`config.mk`:
```
export PLATFORM = sky130hd
export DESIGN_NAME = lis_out_stage
export DESIGN_NICKNAME = d
export VERILOG_FILES = /design/src/sv/lis_pkg.sv /design/src/sv/lis_out_stage.sv
export SDC_FILE = /design/constraint.sdc
export NUM_CORES = 1
export LEC_CHECK = 0
export ABC_AREA = 1
export BUFFER_PORTS_ARGS = -buffer_cell sky130_fd_sc_hd__buf_2
export CORE_MARGIN = 2
export CORE_UTILIZATION = 40
export CTS_CLUSTER_DIAMETER = 60
export DETAILED_ROUTE_END_ITERATION = 10
export PLACE_DENSITY = 0.83
export SKIP_LAST_GASP = 1
export SYNTH_ARGS = -nofsm -noshare
export SYNTH_HDL_FRONTEND = slang
export SYNTH_SLANG_ARGS = --single-unit
export TNS_END_PERCENT = 10
```
`constraint.sdc`:
```
create_clock -name aclk -period 0.8 [get_ports aclk]
set_clock_uncertainty 0.05 [all_clocks]
set_input_delay 0.16 -clock aclk [delete_from_list [all_inputs] [get_ports aclk]]
set_output_delay 0.16 -clock aclk [all_outputs]
set_load 0.01 [all_outputs]
```
`src/sv/lis_pkg.sv`:
```
package lis_pkg;

    localparam int MAX_ITEMS = 64;
    localparam int IDX_W     = $clog2(MAX_ITEMS);
    localparam int CNT_W     = $clog2(MAX_ITEMS + 1);
    localparam int VALUE_W   = 32;
    localparam int LEN_W     = 7;
    localparam int M_TDATA_W = 40;

    // predecessor mark for the first element of a run
    localparam logic [CNT_W-1:0] NO_PRED = {CNT_W{1'b1}};

    typedef struct packed {
        logic [VALUE_W-1:0] element_value;
        logic [LEN_W-1:0]   lis_length;
        logic               last_of_run;
        logic               overflow;
    } lis_result_t;

    typedef struct packed {
        logic        load;
        lis_result_t res;
    } lis_load_t;

endpackage

```
`src/sv/lis_out_stage.sv`:
```
module lis_out_stage
    import lis_pkg::*;
(
    input  logic                 aclk,
    input  logic                 aresetn,
    input  lis_load_t            ld,
    output logic                 taken,
    output logic                 m_tvalid,
    input  logic                 m_tready,
    output logic [M_TDATA_W-1:0] m_tdata,   // element_value, lis_length, zero pad
    output logic                 m_tlast,
    output logic                 m_tuser    // overflow
);

    logic        valid_reg, valid_next;
    lis_result_t res_reg;

    assign taken = valid_reg & m_tready;

    always_comb begin
        valid_next = valid_reg;
        if (ld.load) begin
            valid_next = 1'b1;
        end else if (taken) begin
            valid_next = 1'b0;
        end
    end

    always_ff @(posedge aclk) begin
        if (!aresetn) begin
            valid_reg <= 1'b0;
        end else begin
            valid_reg <= valid_next;
        end
    end

    always_ff @(posedge aclk) begin
        if (ld.load) begin
            res_reg <= ld.res;
        end
    end

    assign m_tvalid = valid_reg;
    assign m_tdata  = {{(M_TDATA_W - VALUE_W - LEN_W){1'b0}},
                       res_reg.lis_length, res_reg.element_value};
    assign m_tlast  = res_reg.last_of_run;
    assign m_tuser  = res_reg.overflow;

endmodule

```
==> results.sh, run 1 <==
export IMPL_die_area_mm2=0.00371
export IMPL_dr_max_layer_used="met4"
export IMPL_hold_depth=4
export IMPL_yosysWarnings=0
export IMPL_synthSimpleGateAreaFrac_pct=0.580
export IMPL_rsz0062_at_grt="true"
export IMPL_gp_congestion=0.656
export IMPL_dp_slack_ps=-42.3
export IMPL_critPathRequiredTime_ps=590
export IMPL_hold_path_class="in2reg"
export IMPL_hold_slack_ps=44.4
export IMPL_synthTopCellsByCount="41 x edfxtp_1, 4 x inv_1, 2 x nand2_1"
export IMPL_path_buf_inv=2
export IMPL_netlist_area_mm2=0.00129
export IMPL_clock_sinks=42
export IMPL_port_buffers=87
export IMPL_antenna_cells=0
export IMPL_hold_path_end="m_tvalid$_SDFFE_PN0P_"
export IMPL_hpwl_um=1770
export IMPL_tritoncts="done"
export IMPL_synth_compound_area_share_pct=0.677
export IMPL_routed_via_density=4.18
export IMPL_synth_edf_count=41
export IMPL_post_synth_top_count_cell="edfxtp_1"
export IMPL_r2r_worst_path_cells=3
export IMPL_slew_viol_final=0
export IMPL_drtIter0Drc=15
export IMPL_multiInputGateArea_um2=20.0
export IMPL_routed_wl_met3_um=243
export IMPL_cpLargestDelayFamily="flip-flops"
export IMPL_synth_distinct_cells=7
export IMPL_place_inst=183
export IMPL_peakVddDrop_v=0.00129
export IMPL_crit_path_end_kind="primary output"
export IMPL_cp_data_arrival_time_ps=880
export IMPL_synthXorXnorAreaFrac_pct=0
export IMPL_min_period_ps=1090
export IMPL_crit_chain="nand2_1 > inv_1 > buf_2"
export IMPL_synth_async_reset_ratio_pct=0
export IMPL_design_area_mm2=0.00229
export IMPL_yosys_most_used_dff="edfxtp_1"
export IMPL_seq_area_mm2=0.00125
export IMPL_ios=89
export IMPL_ys_seq_area_share_pct=96.7
export IMPL_p_leak_nw=1.01
export IMPL_grt_overflow=0
export IMPL_outcome="finished, violations left"
export IMPL_totalWireLength_um=3090
export IMPL_synth_largest_area_cell="edfxtp_1"
export IMPL_setup_viol=44
export IMPL_r2r_end="m_tvalid$_SDFFE_PN0P_"
export IMPL_die_y_um=60.9
export IMPL_synth_seq_cells=42
export IMPL_fin_cells=232
export IMPL_layout_drive_gt1_share_pct=51.6
export IMPL_power_density_mw_per_mm2=1800
export IMPL_cp_max_fo=3
export IMPL_violations="negative setup slack"
export IMPL_wl_per_cell_um=13.3
export IMPL_h_tree_depth=2
export IMPL_rows=20
export IMPL_grt_pass1_wl_um=4400
export IMPL_drtPass1Iterations=4
export IMPL_nFillCells=203
export IMPL_reg2reg_slack_ps=80
export IMPL_r2r_start="m_tvalid$_SDFFE_PN0P_"
export IMPL_hp_start="m_tready"
export IMPL_synth_top_area_share_pct=95.2
export IMPL_cpMaxStageDelayCell="dfxtp_2"
export IMPL_hold_viol=0
export IMPL_grt_use_total_pct=17.2
export IMPL_wl_met2_um=1620
export IMPL_period_share_pct=136
export IMPL_cts_buffers=5
export IMPL_setup_ws_ps=-291
export IMPL_synthMuxAreaShare_pct=0
export IMPL_synthesis_instances=51
export IMPL_grt_max_degree=23
export IMPL_die_x_um=60.9
export IMPL_critical_path_class="reg2out"
export IMPL_ctsLongestPathBuffers=2
export IMPL_first_global_vias=1014
export IMPL_antenna_left=0
export IMPL_place_area_mm2=0.00182
export IMPL_synth_top_family_by_area="buffers and inverters"
export IMPL_vias=970
export IMPL_start_util_pct=42.4
export IMPL_syn2layout_area_growth_pct=76.8
export IMPL_synthAdderAreaFrac_pct=0
export IMPL_yosys_top_cells_area="edfxtp_1 95%, dfxtp_1 1.5%, inv_1 1.2%"
export IMPL_antenna_found_initial=0
export IMPL_cts_root_buf="clkbuf_4"
export IMPL_insertion_delay_ps=320
export IMPL_max_stage_delay_ps=350
export IMPL_clk_pin_slew_worst_paths_ps=100
export IMPL_m1WireLength_um=1190
export IMPL_syn_area_per_cell_um2=25.4
export IMPL_start_kind="flip-flop"
export IMPL_core_area_mm2=0.00305
export IMPL_fmax_mhz=916
export IMPL_drc=0
export IMPL_max_cap_violations=0
export IMPL_final_nets=234
export IMPL_synth_nets=96
sequential cells by signal (all words and copies together) (netlist names):
signal,count
m_tdata,39
m_tuser,1
m_tvalid,1
m_tlast,1
what timing repair did:
item,4_1_cts,5_1_grt
setup buffers,0,1
setup endpoints to repair,43,43
resized for setup,1,0
hold buffers,42,0
hold endpoints to repair,42,0
final cells by class:
type,instances,share of cell area [%]
clock inverters,1,0.164
inverters,4,0.656
multi-input cells,4,0.875
repair buffers,132,39.5
well taps,44,2.41
clock buffers,5,1.64
flip-flops and latches,42,54.8
cells by family (layout without fill, tap and decap cells):
logic type | Yosys count | in the layout
flops | 42 | 42
buf+inv | 5 | 142
simple gates | 2 | 2
other cells | 1 | 1
compound gates | 1 | 1
worst max-delay path by stage:
stage | slack, ps | depth (start not counted) | startpoint | to
floorplan | 80 | 2 | m_tvalid$_SDFFE_PN0P_ | taken
global placement | -30 | 2 | ld[41] | m_tdata[34]$_DFFE_PP_
detailed placement | -40 | 2 | ld[41] | m_tdata[34]$_DFFE_PP_
CTS | -300 | 3 | m_tvalid$_SDFFE_PN0P_ | taken
global route | -380 | 3 | m_tvalid$_SDFFE_PN0P_ | taken
finish | -290 | 3 | m_tvalid$_SDFFE_PN0P_ | taken
per-layer routing:
| layer | GRT usage [%] | vias to the layer above |
|---|---|---|
| met4 | 7.45 | 0 |
| li1 | - | 465 |
| met5 | 0 | - |
| met1 | 19.3 | 441 |
| met3 | 5.76 | 5 |
| met2 | 30.0 | 59 |
layout by cell type, fill, tap and decap left out:
cell	instances
inv_1	4
edfxtp_1	41
nand2_1	2
buf_4	1
a21oi_2	1
dfxtp_2	1
dlygate4sd3_1	42
buf_2	87
buf_12	2
conb_1	1
clkbuf_4	5
clkinv_1	1
stage by stage:
stage | power (mW) | TNS (ps) | util (%)
2_1_floorplan | 2.81 | 0 | -
3_3_place_gp | 3.11 | -750 | 59.5
3_5_place_dp | 3.13 | -1430 | 59.5
4_1_cts | 4.17 | -11720 | 74.7
5_1_grt | 4.32 | -13280 | 74.9
6_report | 4.12 | -10780 | 74.9
worst register-to-register path: cells and delay by family (launching register included):
| family | cells | cell delay (ps) |
|---|---|---|
| flops | 1 | 340 |
| compound gates | 1 | 50 |
| buf+inv | 1 | 120 |
| simple gates | 1 | 70 |
power by group:
part | internal, mW | switching [mW] | leakage (nW)
Clock | 0.301 | 0.573 | 0.0246
Combinational | 0.344 | 0.262 | 0.576
Sequential | 2.60 | 0.0409 | 0.410
(Power assumes the default switching activity.)
==> run 2, diff against run 1 <==
Settings changed: PLACE_DENSITY 0.83 to 0.87.
==> run 2 against run 1 <==
Against the previous run:
- the flow still finishes with violations (negative setup slack)
- combinational power up 2%
- sequential share of layout area down 1.7 points
- non-clock buffer count unchanged
- first-iteration DRC count rose to 3.1 times the previous value
==> results.sh, run 2 (synthesis results as in run 1) <==
export IMPL_outcome="finished, violations left"
export IMPL_violations="negative setup slack"
export IMPL_setup_viol=44
export IMPL_cp_data_arrival_time_ps=920
export IMPL_start_util_pct=42.4
export IMPL_grt_use_total_pct=19.8
export IMPL_design_area_mm2=0.00236
export IMPL_clk_pin_slew_worst_paths_ps=120
export IMPL_final_cell_mix="87 x buf_2, 42 x dlygate4sd3_1, 41 x edfxtp_1"
export IMPL_critPathRequiredTime_ps=590
export IMPL_peakVddDrop_v=0.00117
export IMPL_syn2layout_area_growth_pct=82.4
export IMPL_power_density_mw_per_mm2=2100
export IMPL_grt_max_degree=24
export IMPL_first_global_vias=1070
export IMPL_clkPwrFrac_pct=34.2
export IMPL_multiInputGateArea_um2=22.5
export IMPL_clock_sinks=42
export IMPL_rsz0062_at_grt="true"
export IMPL_final_common_cell="buf_2"
export IMPL_wl_per_cell_um=14.3
export IMPL_drc=0
export IMPL_pwr_share_seq_pct=53.3
export IMPL_tritoncts="done"
export IMPL_port_buffers=87
export IMPL_antenna_found_initial=0
export IMPL_drtPass1Iterations=4
export IMPL_switching_share_pct=19.3
export IMPL_h_tree_depth=2
export IMPL_place_area_mm2=0.00182
export IMPL_ctsLongestPathBuffers=2
export IMPL_p_leak_nw=1.04
export IMPL_comb_power_share_pct=12.5
export IMPL_switching_power_mw=0.956
export IMPL_drtIter0Drc=46
export IMPL_vias=986
export IMPL_routed_via_density=4.21
export IMPL_core_area_mm2=0.00305
export IMPL_finalPower_mw=4.96
export IMPL_setup_ws_ps=-334
export IMPL_antenna_left=0
export IMPL_grt_overflow=0
export IMPL_r2r_worst_path_cells=3
export IMPL_largest_register_ffs=39
export IMPL_critical_path_class="reg2out"
export IMPL_max_cap_violations=0
export IMPL_cts_root_buf="clkbuf_4"
export IMPL_hold_path_class="in2reg"
export IMPL_die_area_mm2=0.00371
export IMPL_final_nets=234
export IMPL_fmax_mhz=881
export IMPL_period_share_pct=142
export IMPL_ios=89
export IMPL_totalWireLength_um=3350
export IMPL_dp_slack_ps=-37.4
export IMPL_antenna_cells=0
export IMPL_layout_drive_gt1_share_pct=53.2
export IMPL_insertion_delay_ps=340
export IMPL_power_internal_mw=4.01
export IMPL_crit_path_end_kind="primary output"
export IMPL_hold_viol=0
export IMPL_nFillCells=197
export IMPL_grt_pass1_wl_um=4930
export IMPL_seq_area_mm2=0.00125
export IMPL_min_period_ps=1130
export IMPL_die_y_um=60.9
export IMPL_die_x_um=60.9
export IMPL_cp_max_fo=3
export IMPL_setup_tns_ps=-11720
export IMPL_hpwl_um=1830
export IMPL_cts_buffers=5
export IMPL_gp_congestion=0.675
export IMPL_hold_depth=4
export IMPL_slew_viol_final=0
export IMPL_start_kind="flip-flop"
export IMPL_rows=20
## run 2: worst paths after layout
path	from	to	slack, ps
worst max-delay path	m_tvalid$_SDFFE_PN0P_	taken	-330
worst max register to register	m_tvalid$_SDFFE_PN0P_	m_tvalid$_SDFFE_PN0P_	-30
worst min register to register	m_tvalid$_SDFFE_PN0P_	m_tvalid$_SDFFE_PN0P_	640
worst min-delay path	m_tready	m_tvalid$_SDFFE_PN0P_	110
## run 2: power by group through the flow
| stage | Sequential (mW) | Combinational [mW] | Clock, mW |
|---|---|---|---|
| finish | 2.64 | 0.618 | 1.70 |
| global route | 2.66 | 0.667 | 1.85 |
| CTS | 2.64 | 0.598 | 1.74 |
| detailed placement | 2.69 | 0.440 | 0 |
| global placement | 2.69 | 0.428 | 0 |
| floorplan | 2.80 | 0.0159 | 0 |
## run 2: critical path, stage by stage, from the launching register on
cell,delay (ps)
dfxtp_2,380
nand2_2,50
inv_1,40
buf_2,110
## run 2: timing repair
item                                   CTS  global route
setup endpoints to repair               43            43
gates resized for setup                  1             1
hold buffers                            42             0
endpoints found under the hold margin   42             0
setup buffers                            0             1
## run 2: layer usage
| metal | vias to the layer above | wire length [um] | share of wire (%) | global-route usage, % |
|---|---|---|---|---|
| met5 | - | 0 | 0 | 0 |
| met4 | 0 | 36 | 1.1 | 7.45 |
| met3 | 4 | 364 | 11 | 10.9 |
| met2 | 63 | 1690 | 50 | 32.9 |
| met1 | 452 | 1260 | 38 | 21.3 |
| li1 | 467 | - | - | - |
## run 2: per-stage QoR
step	hold WS, ps	cells	utilization (%)
after floorplan	209	51	-
final	109	234	77.3
after global placement	287	183	59.5
after global routing	77.4	234	77.3
after CTS	13.9	233	77.0
after detailed placement	288	183	59.5
## run 2: cell type report
class	instances	share of cell area (%)
flip-flops and latches	42	53.1
repair buffers	132	38.3
clock inverters	2	2.55
well taps	44	2.33
clock buffers	6	2.17
multi-input cells	4	0.954
inverters	4	0.636
==> run 3, diff against run 2 <==
Settings changed: CORE_MARGIN 2 to default, CTS_CLUSTER_SIZE from default to 12.
==> run 3 against run 2 <==
Against the previous run:
- the run still ends with negative setup slack left
- final cell count rose by 0.43%
- largest power group unchanged
- critical endpoint unchanged
- total power fell by 6.6%
- combinational power barely moved
- sequential cell count did not move
- wire length fell by 4.7%
- sequential power barely moved
- setup slack improved by 10 ps
- critical path type unchanged
==> results.sh, run 3 (synthesis results as in run 1) <==
export IMPL_outcome="finished, violations left"
export IMPL_violations="negative setup slack"
export IMPL_busiest_layer="met2"
export IMPL_largest_register_ffs=39
export IMPL_grt_use_total_pct=19.7
export IMPL_die_y_um=58.9
export IMPL_final_cell_mix="86 x buf_2, 42 x dlygate4sd3_1, 41 x edfxtp_1"
export IMPL_first_global_vias=993
export IMPL_fin_cells=235
export IMPL_gp_congestion=0.610
export IMPL_cp_data_arrival_time_ps=910
export IMPL_clkPwrFrac_pct=29.7
export IMPL_start_kind="flip-flop"
export IMPL_antenna_found_initial=0
export IMPL_place_inst=184
export IMPL_insertion_delay_ps=340
export IMPL_grt_max_degree=20
export IMPL_layout_drive_gt1_share_pct=53.4
export IMPL_cp_depth=3
export IMPL_antenna_cells=0
export IMPL_drc=0
export IMPL_crit_chain="nand2_2 > inv_2 > buf_6"
export IMPL_h_tree_depth=2
export IMPL_critical_path_class="reg2out"
export IMPL_slew_viol_final=0
export IMPL_r2r_worst_path_cells=3
export IMPL_hold_viol=0
export IMPL_ctsLongestPathBuffers=2
export IMPL_min_period_ps=1120
export IMPL_max_cap_violations=0
export IMPL_cpLargestDelayFamily="flip-flops"
export IMPL_die_area_mm2=0.00347
export IMPL_core_area_mm2=0.00305
export IMPL_period_share_pct=141
export IMPL_grt_pass1_wl_um=4700
export IMPL_cp_max_fo=3
export IMPL_cts_buffers=5
export IMPL_antenna_left=0
export IMPL_clock_sinks=42
export IMPL_switching_share_pct=20.2
export IMPL_setup_tns_ps=-11790
export IMPL_power_density_mw_per_mm2=1970
export IMPL_clk_pin_slew_worst_paths_ps=110
export IMPL_peakVddDrop_v=0.00130
export IMPL_pwr_share_seq_pct=57.0
export IMPL_syn2layout_area_growth_pct=81.4
export IMPL_final_nets=235
export IMPL_critPathRequiredTime_ps=590
export IMPL_setup_viol=43
export IMPL_tritoncts="done"
export IMPL_grt_use_met3_pct=9.45
export IMPL_vias=972
export IMPL_wl_per_cell_um=13.6
export IMPL_ios=89
export IMPL_globalRouteMet2Util_pct=36.9
export IMPL_finalPower_mw=4.64
export IMPL_p_leak_nw=1.04
export IMPL_hpwl_um=1830
export IMPL_cpMaxStageDelayCell="dfxtp_2"
export IMPL_die_x_um=58.9
export IMPL_reg2reg_slack_ps=20
export IMPL_totalWireLength_um=3200
export IMPL_path_buf_inv=2
export IMPL_power_internal_mw=3.70
export IMPL_final_common_cell="buf_2"
export IMPL_cts_root_buf="clkbuf_4"
export IMPL_drtIter0Drc=24
export IMPL_drtPass1Iterations=4
export IMPL_setup_ws_ps=-324
export IMPL_start_util_pct=42.4
export IMPL_crit_path_end_kind="primary output"
export IMPL_use_met1_pct=18.8
export IMPL_max_stage_delay_ps=370
export IMPL_comb_power_share_pct=13.3
export IMPL_rows=20
export IMPL_rsz0062_at_grt="true"
export IMPL_hold_path_class="in2reg"
export IMPL_port_buffers=87
export IMPL_fin_util_pct=76.9
export IMPL_hold_depth=4
export IMPL_fmax_mhz=889
export IMPL_routed_via_density=4.14
export IMPL_grt_overflow=0
export IMPL_switching_power_mw=0.937
[run 3: cell types whose count changed in the layout (fill, tap and decap cells not counted)]
cell and delta:
buf_6 +1, clkbuf_1 +1, bufinv_16 -1, inv_1 -1, buf_4 +1, inv_2 +1, buf_2 -1
[run 3: repair_timing]
action                                  CTS  global route
hold buffers                             42             0
gates resized for setup                   1             3
hold endpoints to repair                 42             0
endpoints found under the setup margin   43            43
gates cloned                              0             0
setup buffers                             0             1
[run 3: worst paths after layout]
check,startpoint,endpoint
worst max-delay path,m_tvalid$_SDFFE_PN0P_,taken
worst min-delay path,m_tready,m_tvalid$_SDFFE_PN0P_
worst max register to register,m_tvalid$_SDFFE_PN0P_,m_tvalid$_SDFFE_PN0P_
worst min register to register,m_tvalid$_SDFFE_PN0P_,m_tvalid$_SDFFE_PN0P_
[run 3: worst reg2reg max path: stages, from the launching register on]
cell and delay (ps):
dfxtp_2 370, buf_4 110, nand2_1 60, a21oi_2 130
[run 3: cell type report]
| type | instances | area (um2) |
|---|---|---|
| sequential | 42 | 1250 |
| multi-input combinational | 4 | 22.5 |
| tap | 44 | 55.1 |
| clock buffer | 7 | 55.1 |
| clock inverter | 1 | 30.0 |
| timing repair buffer | 133 | 917 |
| inverter | 4 | 15.0 |
| fill | 215 | 706 |
[run 3: per-stage QoR]
step	hold WS (ps)	setup slack, ps	instance area (um2)
2_1_floorplan	209	75.6	1290
3_3_place_gp	286	-22.9	1820
3_5_place_dp	288	-40.3	1820
4_1_cts	1.65	-327	2330
5_1_grt	70.8	-365	2350
6_report	69.9	-324	2350
[run 3: power groups by stage]
stage | clock network, mW | logic (mW) | registers, mW
after floorplan | 0 | 0.0159 | 2.80
after global placement | 0 | 0.429 | 2.68
after detailed placement | 0 | 0.442 | 2.69
after CTS | 1.42 | 0.601 | 2.64
after global routing | 1.50 | 0.664 | 2.66
final | 1.38 | 0.617 | 2.64
[run 3: layer usage]
layer | wire (um) | share of wire, % | vias to the layer above
met2 | 1790 | 56 | 55
met5 | 0 | 0 | -
li1 | - | - | 468
met1 | 1050 | 33 | 443
met4 | 44 | 1.4 | 0
met3 | 312 | 9.8 | 6
